## config.mk

```make
export PLATFORM = sky130hd
export DESIGN_NAME = planter_pump_and_light_controller
export DESIGN_NICKNAME = d
export VERILOG_FILES = /design/src/design/plc_pkg.sv /design/src/design/plc_in_stage.sv /design/src/design/plc_core.sv /design/src/design/planter_pump_and_light_controller.sv
export SDC_FILE = /design/constraint.sdc
export NUM_CORES = 1
export LEC_CHECK = 0
export ABC_AREA = 0
export BUFFER_PORTS_ARGS = -buffer_cell sky130_fd_sc_hd__buf_2
export CAP_MARGIN = 20
export CORE_ASPECT_RATIO = 0.9
export CORE_MARGIN = 3
export CORE_UTILIZATION = 63
export CTS_BUF_LIST = sky130_fd_sc_hd__clkbuf_8 sky130_fd_sc_hd__clkbuf_16
export CTS_CLUSTER_SIZE = 14
export DETAILED_ROUTE_END_ITERATION = 8
export PLACE_DENSITY = 0.89
export SLEW_MARGIN = 30
export SYNTH_ARGS = -nofsm -noshare
export SYNTH_HDL_FRONTEND = slang
export SYNTH_SLANG_ARGS = --single-unit
```

## constraint.sdc

```tcl
create_clock -name aclk -period 5.9 [get_ports aclk]
set_input_delay 0 -clock aclk [delete_from_list [all_inputs] [get_ports aclk]]
set_output_delay 0 -clock aclk [all_outputs]
set_load 0.1 [all_outputs]
```

## src/design/plc_pkg.sv

```systemverilog
// Types, constants and helpers shared by the planter controller modules.
package plc_pkg;

    localparam int IN_DATA_W  = 56;
    localparam int OUT_DATA_W = 56;
    localparam int THRESH_W   = 12;

    typedef enum logic [1:0] {
        REG_THRESH_LOW  = 2'd0,
        REG_THRESH_MED  = 2'd1,
        REG_THRESH_HIGH = 2'd2
    } reg_index_t;

    typedef enum logic [1:0] {
        MODE_MANUAL = 2'd0,
        MODE_LOW    = 2'd1,
        MODE_MEDIUM = 2'd2,
        MODE_HIGH   = 2'd3
    } water_mode_t;

    typedef enum logic {
        FUNC_STEP = 1'b0,
        FUNC_TICK = 1'b1
    } func_t;

    localparam logic [THRESH_W-1:0] THRESH_LOW_RST  = 12'd3000;
    localparam logic [THRESH_W-1:0] THRESH_MED_RST  = 12'd2300;
    localparam logic [THRESH_W-1:0] THRESH_HIGH_RST = 12'd1800;

    localparam logic [4:0] REST_LAST = 5'd15;
    localparam logic [4:0] RUN_LAST  = 5'd2;

    // floor(v * 1000 / 255) as a multiply by a rounded-up reciprocal
    localparam int          DUTY_SHIFT = 20;
    localparam logic [21:0] DUTY_RECIP = 22'd4112157;

    typedef struct packed {
        func_t       func;
        logic [11:0] moisture;
        water_mode_t water_mode;
        logic        pump_request;
        logic        light_request;
        logic [3:0]  countdown_hours;
        logic [7:0]  red_level;
        logic [7:0]  green_level;
        logic [7:0]  blue_level;
        logic [7:0]  warm_level;
    } item_t;

    function automatic logic [9:0] duty_of(input logic [7:0] lvl);
        logic [29:0] prod;
        prod = 30'(lvl) * 30'(DUTY_RECIP);
        return prod[DUTY_SHIFT +: 10];
    endfunction

endpackage

```

## src/design/plc_in_stage.sv

```systemverilog
// Input register: unpacks the slave stream into an item and holds it for the core.
module plc_in_stage
    import plc_pkg::*;
(
    input  logic                 aclk,
    input  logic                 aresetn,
    input  logic                 s_tvalid,
    output logic                 s_tready,
    input  logic [IN_DATA_W-1:0] s_tdata,
    input  logic                 s_tuser,
    input  logic                 take,
    output logic                 item_valid,
    output item_t                item
);

    logic  valid_reg, valid_next;
    item_t item_reg, item_next;

    assign s_tready   = !valid_reg || take;
    assign item_valid = valid_reg;
    assign item       = item_reg;

    always_comb begin
        valid_next = valid_reg;
        item_next  = item_reg;
        if (take) begin
            valid_next = 1'b0;
        end
        if (s_tvalid && s_tready) begin
            valid_next                = 1'b1;
            item_next.func            = func_t'(s_tuser);
            item_next.moisture        = s_tdata[11:0];
            item_next.water_mode      = water_mode_t'(s_tdata[13:12]);
            item_next.pump_request    = s_tdata[14];
            item_next.light_request   = s_tdata[15];
            item_next.countdown_hours = s_tdata[19:16];
            item_next.red_level       = s_tdata[27:20];
            item_next.green_level     = s_tdata[35:28];
            item_next.blue_level      = s_tdata[43:36];
            item_next.warm_level      = s_tdata[51:44];
        end
    end

    always_ff @(posedge aclk) begin
        if (!aresetn) begin
            valid_reg <= 1'b0;
        end else begin
            valid_reg <= valid_next;
        end
        item_reg <= item_next;
    end

endmodule

```

## src/design/plc_core.sv

```systemverilog
// Pump cycle, light countdown and duty update; its state registers form the result.
module plc_core
    import plc_pkg::*;
(
    input  logic                  aclk,
    input  logic                  aresetn,
    input  logic                  cfg_wr_en,
    input  logic [1:0]            cfg_index,
    input  logic [THRESH_W-1:0]   cfg_data,
    input  logic                  item_valid,
    input  item_t                 item,
    output logic                  take,
    output logic                  m_tvalid,
    input  logic                  m_tready,
    output logic [OUT_DATA_W-1:0] m_tdata
);

    logic [THRESH_W-1:0] thr_low_reg, thr_med_reg, thr_high_reg;
    logic [THRESH_W-1:0] limit;

    logic       out_valid_reg, out_valid_next;
    logic       resting_reg, resting_next;
    logic [4:0] count_reg, count_next;
    logic       running_reg, running_next;
    logic [9:0] minutes_reg, minutes_next;
    logic       expiry_reg, expiry_next;
    logic       pump_reg, pump_next;
    logic       light_reg, light_next;
    logic [9:0] duty_r_reg, duty_r_next;
    logic [9:0] duty_g_reg, duty_g_next;
    logic [9:0] duty_b_reg, duty_b_next;
    logic [9:0] duty_w_reg, duty_w_next;
    logic [9:0] armed_minutes;

    assign take     = item_valid && (!out_valid_reg || m_tready);
    assign m_tvalid = out_valid_reg;
    assign m_tdata  = {4'b0, minutes_reg, duty_w_reg, duty_b_reg, duty_g_reg, duty_r_reg,
                       light_reg, pump_reg};

    assign armed_minutes = 10'({item.countdown_hours, 6'b0}) - 10'({item.countdown_hours, 2'b0});

    always_comb begin
        unique case (item.water_mode)
            MODE_LOW:    limit = thr_low_reg;
            MODE_MEDIUM: limit = thr_med_reg;
            default:     limit = thr_high_reg;
        endcase
    end

    always_comb begin
        out_valid_next = out_valid_reg;
        resting_next   = resting_reg;
        count_next     = count_reg;
        running_next   = running_reg;
        minutes_next   = minutes_reg;
        expiry_next    = expiry_reg;
        pump_next      = pump_reg;
        light_next     = light_reg;
        duty_r_next    = duty_r_reg;
        duty_g_next    = duty_g_reg;
        duty_b_next    = duty_b_reg;
        duty_w_next    = duty_w_reg;

        if (m_tready) begin
            out_valid_next = 1'b0;
        end

        if (take) begin
            out_valid_next = 1'b1;
            if (item.func == FUNC_STEP) begin
                duty_r_next = duty_of(item.red_level);
                duty_g_next = duty_of(item.green_level);
                duty_b_next = duty_of(item.blue_level);
                duty_w_next = duty_of(item.warm_level);

                if (resting_reg) begin
                    pump_next  = 1'b0;
                    count_next = 5'(count_reg + 5'd1);
                    if (count_next > REST_LAST) begin
                        resting_next = 1'b0;
                        count_next   = 5'd0;
                    end
                end

                if (item.water_mode == MODE_MANUAL) begin
                    count_next   = 5'd0;
                    resting_next = 1'b0;
                    pump_next    = item.pump_request;
                end else if (item.moisture > limit) begin
                    if (!resting_next) begin
                        pump_next  = 1'b1;
                        count_next = 5'(count_next + 5'd1);
                        if (count_next > RUN_LAST) begin
                            resting_next = 1'b1;
                        end
                    end
                end else begin
                    pump_next = 1'b0;
                end

                // a zero setting clears the latched expiry; latched expiry reads as cancel
                if (item.countdown_hours == 4'd0) begin
                    expiry_next = 1'b0;
                end
                if (item.countdown_hours != 4'd0 && !expiry_reg) begin
                    if (!running_reg) begin
                        minutes_next = armed_minutes;
                        running_next = 1'b1;
                    end
                    light_next = 1'b1;
                end else begin
                    running_next = 1'b0;
                    minutes_next = 10'd0;
                    light_next   = item.light_request;
                end
            end else if (running_reg) begin
                minutes_next = minutes_reg - 10'd1;
                if (minutes_next == 10'd0) begin
                    running_next = 1'b0;
                    expiry_next  = 1'b1;
                    light_next   = 1'b0;
                end
            end
        end
    end

    always_ff @(posedge aclk) begin
        if (!aresetn) begin
            thr_low_reg   <= THRESH_LOW_RST;
            thr_med_reg   <= THRESH_MED_RST;
            thr_high_reg  <= THRESH_HIGH_RST;
            out_valid_reg <= 1'b0;
            resting_reg   <= 1'b0;
            count_reg     <= 5'd0;
            running_reg   <= 1'b0;
            minutes_reg   <= 10'd0;
            expiry_reg    <= 1'b0;
            pump_reg      <= 1'b0;
            light_reg     <= 1'b0;
            duty_r_reg    <= 10'd0;
            duty_g_reg    <= 10'd0;
            duty_b_reg    <= 10'd0;
            duty_w_reg    <= 10'd0;
        end else begin
            if (cfg_wr_en) begin
                unique case (cfg_index)
                    REG_THRESH_LOW:  thr_low_reg  <= cfg_data;
                    REG_THRESH_MED:  thr_med_reg  <= cfg_data;
                    REG_THRESH_HIGH: thr_high_reg <= cfg_data;
                    default: ;
                endcase
            end
            out_valid_reg <= out_valid_next;
            resting_reg   <= resting_next;
            count_reg     <= count_next;
            running_reg   <= running_next;
            minutes_reg   <= minutes_next;
            expiry_reg    <= expiry_next;
            pump_reg      <= pump_next;
            light_reg     <= light_next;
            duty_r_reg    <= duty_r_next;
            duty_g_reg    <= duty_g_next;
            duty_b_reg    <= duty_b_next;
            duty_w_reg    <= duty_w_next;
        end
    end

endmodule

```

## src/design/planter_pump_and_light_controller.sv

```systemverilog
// An input transfer is registered in plc_in_stage, then taken into the plc_core state registers that drive m_tvalid.
// One transfer per cycle while m_tready stays high, set by the update in plc_core.
// While a result waits on m_tready the input register takes one more item, then stalls.
// Reset (aresetn low, synchronous): thresholds 3000/2300/1800, pump and light off,
// countdown stopped, duties zero, no item held.
module planter_pump_and_light_controller
    import plc_pkg::*;
(
    input  logic                  aclk,
    input  logic                  aresetn,
    input  logic                  cfg_wr_en,
    input  logic [1:0]            cfg_index,
    input  logic [THRESH_W-1:0]   cfg_data,
    input  logic                  s_tvalid,
    output logic                  s_tready,
    // moisture, water_mode, pump_request, light_request, countdown_hours,
    // red_level, green_level, blue_level, warm_level, zero pad
    input  logic [IN_DATA_W-1:0]  s_tdata,
    // func
    input  logic                  s_tuser,
    output logic                  m_tvalid,
    input  logic                  m_tready,
    // pump_on, light_enable, red_duty, green_duty, blue_duty, warm_duty,
    // minutes_remaining, zero pad
    output logic [OUT_DATA_W-1:0] m_tdata
);

    logic  take;
    logic  item_valid;
    item_t item;

    plc_in_stage u_in (
        .aclk       (aclk),
        .aresetn    (aresetn),
        .s_tvalid   (s_tvalid),
        .s_tready   (s_tready),
        .s_tdata    (s_tdata),
        .s_tuser    (s_tuser),
        .take       (take),
        .item_valid (item_valid),
        .item       (item)
    );

    plc_core u_core (
        .aclk       (aclk),
        .aresetn    (aresetn),
        .cfg_wr_en  (cfg_wr_en),
        .cfg_index  (cfg_index),
        .cfg_data   (cfg_data),
        .item_valid (item_valid),
        .item       (item),
        .take       (take),
        .m_tvalid   (m_tvalid),
        .m_tready   (m_tready),
        .m_tdata    (m_tdata)
    );

endmodule

```

Word-level counts from Yosys, hierarchy flattened
Cells that the tools add are included.
Word-level totals
  register bits: 151
  output and inout bits: 58
  word-level logic and storage cells: 110
Cells by class
  add/subtract/negate cells: 4
  multipliers: 4
  order comparisons: 3
  eq/ne operators: 8
  muxes and demuxes: 40
  bitwise logic cells: 1
  reductions and logical operators: 24
Operator list (count)
  8-bit by 22-bit multiplier with 30-bit output, second input constant: 4
  10-bit two-way mux: 4
  5-bit two-way mux: 7
  1-bit two-way mux: 28
  12-bit one-hot mux with 2 select lines: 1
  12-bit greater-than comparator: 1
  5-bit by 1-bit adder with 5-bit output, second input constant: 2
  10-bit logical NOT: 1
  10-bit by 1-bit subtractor with 10-bit output, second input constant: 1
  10-bit by 6-bit subtractor with 10-bit output: 1
  3-bit AND reduction: 3
  2-bit AND reduction: 4
  2-bit nonzero test: 3
  5-bit by 2-bit greater-than comparator with 1-bit output, second input constant: 1
  5-bit by 4-bit greater-than comparator with 1-bit output, second input constant: 1
  2-bit by 1-bit == test with 1-bit output, second input constant: 2
  2-bit == test, second input constant: 2
  2-bit logical NOT: 2
  4-bit logical NOT: 1
  2-bit by 1-bit != test with 1-bit output, second input constant: 2
  4-bit by 2-bit != test with 1-bit output, second input constant: 1
  4-bit AND reduction: 1
  4-bit nonzero test: 1
  1-bit logical AND: 3
  other kinds (4): 7

Logic depth before layout (Yosys ltp)
  word-level depth: 12
  mapped depth: 17

Modules after synthesis
A second synthesis with hierarchy kept.
Unflattened totals
  cells, all modules: 1755
  area total of the unflattened synthesis: 17015.1 um^2
Modules (own cells, without submodules)
  plc_core: times used 1, cells each 1697, area each 15366.0 um^2, seq. area each 1941.9 um^2
  plc_in_stage: times used 1, cells each 58, area each 1649.1 um^2, seq. area each 1611.5 um^2

Worst setup path after synthesis
Ideal clock, no wire load.
  path kind: register to register
  from: reg u_in.item_reg, in the netlist u_in.item[21]
  to: reg u_core.duty_g_reg[9]
  library setup time: 66 ps
  data arrival time: 5054 ps
  required time: 5834 ps
  path slack: 779 ps
  stages on the path, launching flop included: 15
  buffers on the path: 0
  clock period less this slack: 5121 ps
  cells stage by stage: edfxtp_1 > fa_1 > fa_1 > inv_1 > fa_1 > fa_1 > inv_1 > ha_1 > a2111oi_2 > o21ai_1 > a221o_1 > o31a_1 > o41a_1 > or4_1 > nand3_1
Between the ends
  word-level cells in the longest chain between the ends: 1
RTL lines
  from (decl): line plc_in_stage.sv:17  | item_t item_reg, item_next;
  from (signal assigned): line plc_in_stage.sv:50  | item_reg <= item_next;
  8-bit by 22-bit multiplier with 30-bit output: line plc_pkg.sv:52  | prod = 30'(lvl) * 30'(DUTY_RECIP);
  to (signal assigned): line plc_core.sv:162  | duty_g_reg <= duty_g_next;
  to (decl): line plc_core.sv:30  | logic [9:0] duty_g_reg, duty_g_next;
Every way passes these cells.
A chain may end at the register's enable or synchronous reset.

Worst setup path in the final report
  from: reg u_in.item_reg, in the netlist u_in.item[13]
  to: reg u_core.duty_b_reg[9]
Between the ends
  word-level cells in the longest chain between the ends: 1
RTL lines
  8-bit by 22-bit multiplier with 30-bit output: line plc_pkg.sv:52
  to (signal assigned): line plc_core.sv:163  | duty_b_reg <= duty_b_next;
  to (decl): line plc_core.sv:31  | logic [9:0] duty_b_reg, duty_b_next;
Every way passes these cells.

==> impl_metrics.yaml <==
sta:
  drv_slew: 0
  min_period_over_period_pct: 92.20
  worst-slew-pin-transition_ns: 0.8874
  maxSlewHeadroom_pct: 40.75
  setup_viol: 0
  hold_viol: 0
  fmax_mhz: 183.8
  rsz0062_at_grt: "false"
  fin_worst_skew_ns: 0.01873
  tns_ns: 0
  min_period_ns: 5.440
worst_setup_path:
  crit_type: "reg -> reg"
  cp_slowest_cell: "fa_1"
  cp_common_cell: "fa_1"
  worstPathCellList: "fa_1 > inv_1 > fa_1 > fa_1 > fa_1 > inv_1 > ha_1 > a21oi_1 > a21oi_1 > a211oi_1 > a21oi_1 > o2111ai_1 > nand3b_1 > or3_1 > nand3_1"
  max_stage_delay_ns: 0.90
  start_kind: "flop"
  crit_fanout: 8
  required_ns: 6.27
  r2r-start: "u_in.item[13]"
  arrival_ns: 5.81
  crit_buf_inv: 2
  crit_start: "u_in.item[13]"
  crit_path_end_kind: "flop"
  critical_path.top_delay_family: "adder cells"
floorplan:
  die_area_um2: 29340
  ios: 134
  die_w_um: 180.2
  rows: 56
  fp.dieH_um: 162.8
  coreArea_um2: 26490
  start_util_pct: 64.97
final_layout:
  syn2layout_area_growth_pct: 13.26
  drive_above_1_share_pct: 9.077
  largest_register_ffs: 53
  stdcell_area_um2: 19490
  nets: 2561
  antenna_cells: 0
  final_cell_count_no_fill: 2364
placed_design:
  place_area_um2: 18180
  place.detailed.instances: 2264
  dpl.hpwl_mm: 33.02
  gp_congestion: 0.9574
  port_buffers: 125
clocking:
  htree_levels: 4
  path_clk_slew_ns: 0.08
  cts_setup_buffers: 0
  cts_buffers: 17
  post_cts_resized: 0
  cts-root-buf: "clkbuf_16"
  clock_latency_ns: 0.44
  cts_buffer_depth: 2
  cts_tree: "built"
  hold_buffers: 68
  numClockSinks: 151
pwr:
  intPower_uw: 3907
  ir_drop_mv: 0.2384
  powerDensity_nw_per_um2: 405.4
  p_sw_uw: 3994
  p_seq_share_pct: 16.2
  comb_power_share_pct: 69.2
  p_clk_share_pct: 14.5
  p_sw_share_pct: 50.55
  p_leak_uw: 0.009798
grt:
  grt_pass1_vias: 15010
  antenna_found_initial: 0
  gr-total-overflow: 0
  grt_max_degree: 46
  grt_usage_pct: 30.29
  grt_pass1_wl_mm: 72.21
routing:
  wl_met1_mm: 17.09
  route.met2.wl_mm: 21.94
  num_vias: 13840
  wl_mm: 43.73
  wl_met3_mm: 2.496
  remaining_drc_errors: 0
  drtAntennaViolNets: 0
  drt-vias-per-instance: 5.856
  topRoutingLayerUsed: "met4"
  drt_pre_antenna_iters: 5
  drt_iter0_drc: 1091
  wl_per_cell_um: 18.50
logic_synthesis:
  yosys-top-cells-area: "fa_1 (26%), ha_1 (19%), dfxtp_1 (11%)"
  synth.distinct_cells: 76
  yosys-top-cells-count: "inv_1 (399), ha_1 (258), fa_1 (224), nand2_1 (160), dfxtp_1 (98)"
  ys_seq_elements: 151
  synth.most_common_cell: "inv_1"
  yosys.area.top_type_share_pct: 26.06
  ys.flop_type: "dfxtp_1"
  synth_edf_count: 53
  synth.avg_cell_area_um2: 9.460
  netlist_area_um2: 17210
  netlist_instances: 1819
  yosysTopAreaCell: "fa_1"
  seq_area_frac_synth_pct: 20.65
  ys_warn_count: 0
  synthArstFlopShare_pct: 0
run_status:
  outcome: "finished, final reports clean"
run:
  maxCapViolations: 0
min_path:
  holdCritPathClass: "in -> reg"
  hp-start: "cfg_index[0]"
power by group through the flow:
stage | registers [µW] | logic, µW | clock network (µW)
final | 1280 | 5470 | 1150
after global routing | 1290 | 6150 | 1190
after CTS | 1280 | 5430 | 1150
after detailed placement | 1300 | 5330 | 0
after global placement | 1300 | 5080 | 0
after floorplan | 1750 | 3660 | 0
cells by family (layout without fill, tap and decap cells):
kind of cell             count (synthesis)  after routing  share of synthesized area (%)
buffers and inverters                  439            633                          9.729
multiplexers                            11             11                         0.6399
other                                    1              4                        0.02179
adder cells (fa/ha/maj)                483            483                          44.88
flip-flops                             151            151                          20.65
AND/OR/NAND/NOR                        385            385                          10.62
AO/OA/AOI/OAI                          313            313                          11.63
XOR/XNOR                                36             36                          1.832
cells in the final DEF (no fill, tap or decap), types with 11 or more instances in the layout:
| cell type | count |
|---|---|
| o21ai_0 | 75 |
| a21oi_1 | 96 |
| clkbuf_16 | 18 |
| nand2_1 | 160 |
| nor3_1 | 20 |
| a22oi_1 | 16 |
| nand4_1 | 17 |
| edfxtp_1 | 53 |
| nand3_1 | 47 |
| dfxtp_1 | 98 |
| a211oi_1 | 14 |
| ha_1 | 258 |
| buf_2 | 125 |
| a21o_1 | 25 |
| fa_1 | 224 |
| nor2_1 | 60 |
| dlygate4sd3_1 | 68 |
| mux2i_1 | 11 |
| xor2_1 | 15 |
| xnor2_1 | 21 |
| inv_1 | 399 |
layer usage:
| metal | vias up | track usage (%) |
|---|---|---|
| met2 | 606 | 54.03 |
| met3 | 173 | 4.489 |
| met5 | - | 0 |
| li1 | 6364 | - |
| met1 | 6701 | 36.15 |
| met4 | 0 | 14.75 |
path summary, 6_finish.rpt:
path                            to  slack, ns  cells past startpoint
max reg2reg   u_core.duty_b_reg[9]       0.46                     15
min          u_core.thr_low_reg[0]      0.007                      4
min reg2reg   u_core.duty_w_reg[7]       0.45                      2
max           u_core.duty_b_reg[9]       0.46                     15
area by class of cell:
cell class                      instances  area, µm²
Fill cell                            1778       6997
Clock inverter                         14      172.7
Sequential cell                       151       3553
Clock buffer                           18      450.4
Multi-Input combinational cell       1232      12010
Tap cell                              348      435.4
Timing Repair Buffer                  201       1366
Inverter                              400       1501
metrics by stage:
| stage | util (%) | worst slack [ns] | total power (µW) | hold slack [ns] |
|---|---|---|---|---|
| after floorplan | - | 0.7795 | 5410 | 0.09887 |
| after global placement | 68.64 | 0.5191 | 6371 | 0.1765 |
| after detailed placement | 68.64 | 0.4438 | 6630 | 0.1781 |
| after CTS | 73.56 | 0.4381 | 7849 | 0.01582 |
| after global routing | 73.58 | 0.1520 | 8633 | 0.009004 |
| final | 73.58 | 0.4601 | 7901 | 0.006912 |
tightest hold or removal path: cells and delay by family:
| kind | cells | cell delay (ns) |
|---|---|---|
| and+or+nand+nor | 2 | 0.20 |
| buffers and inverters | 1 | 0.14 |
| AOI/OAI and AO/OA | 1 | 0.05 |
Note: power is estimated with default switching activity, not from simulation.
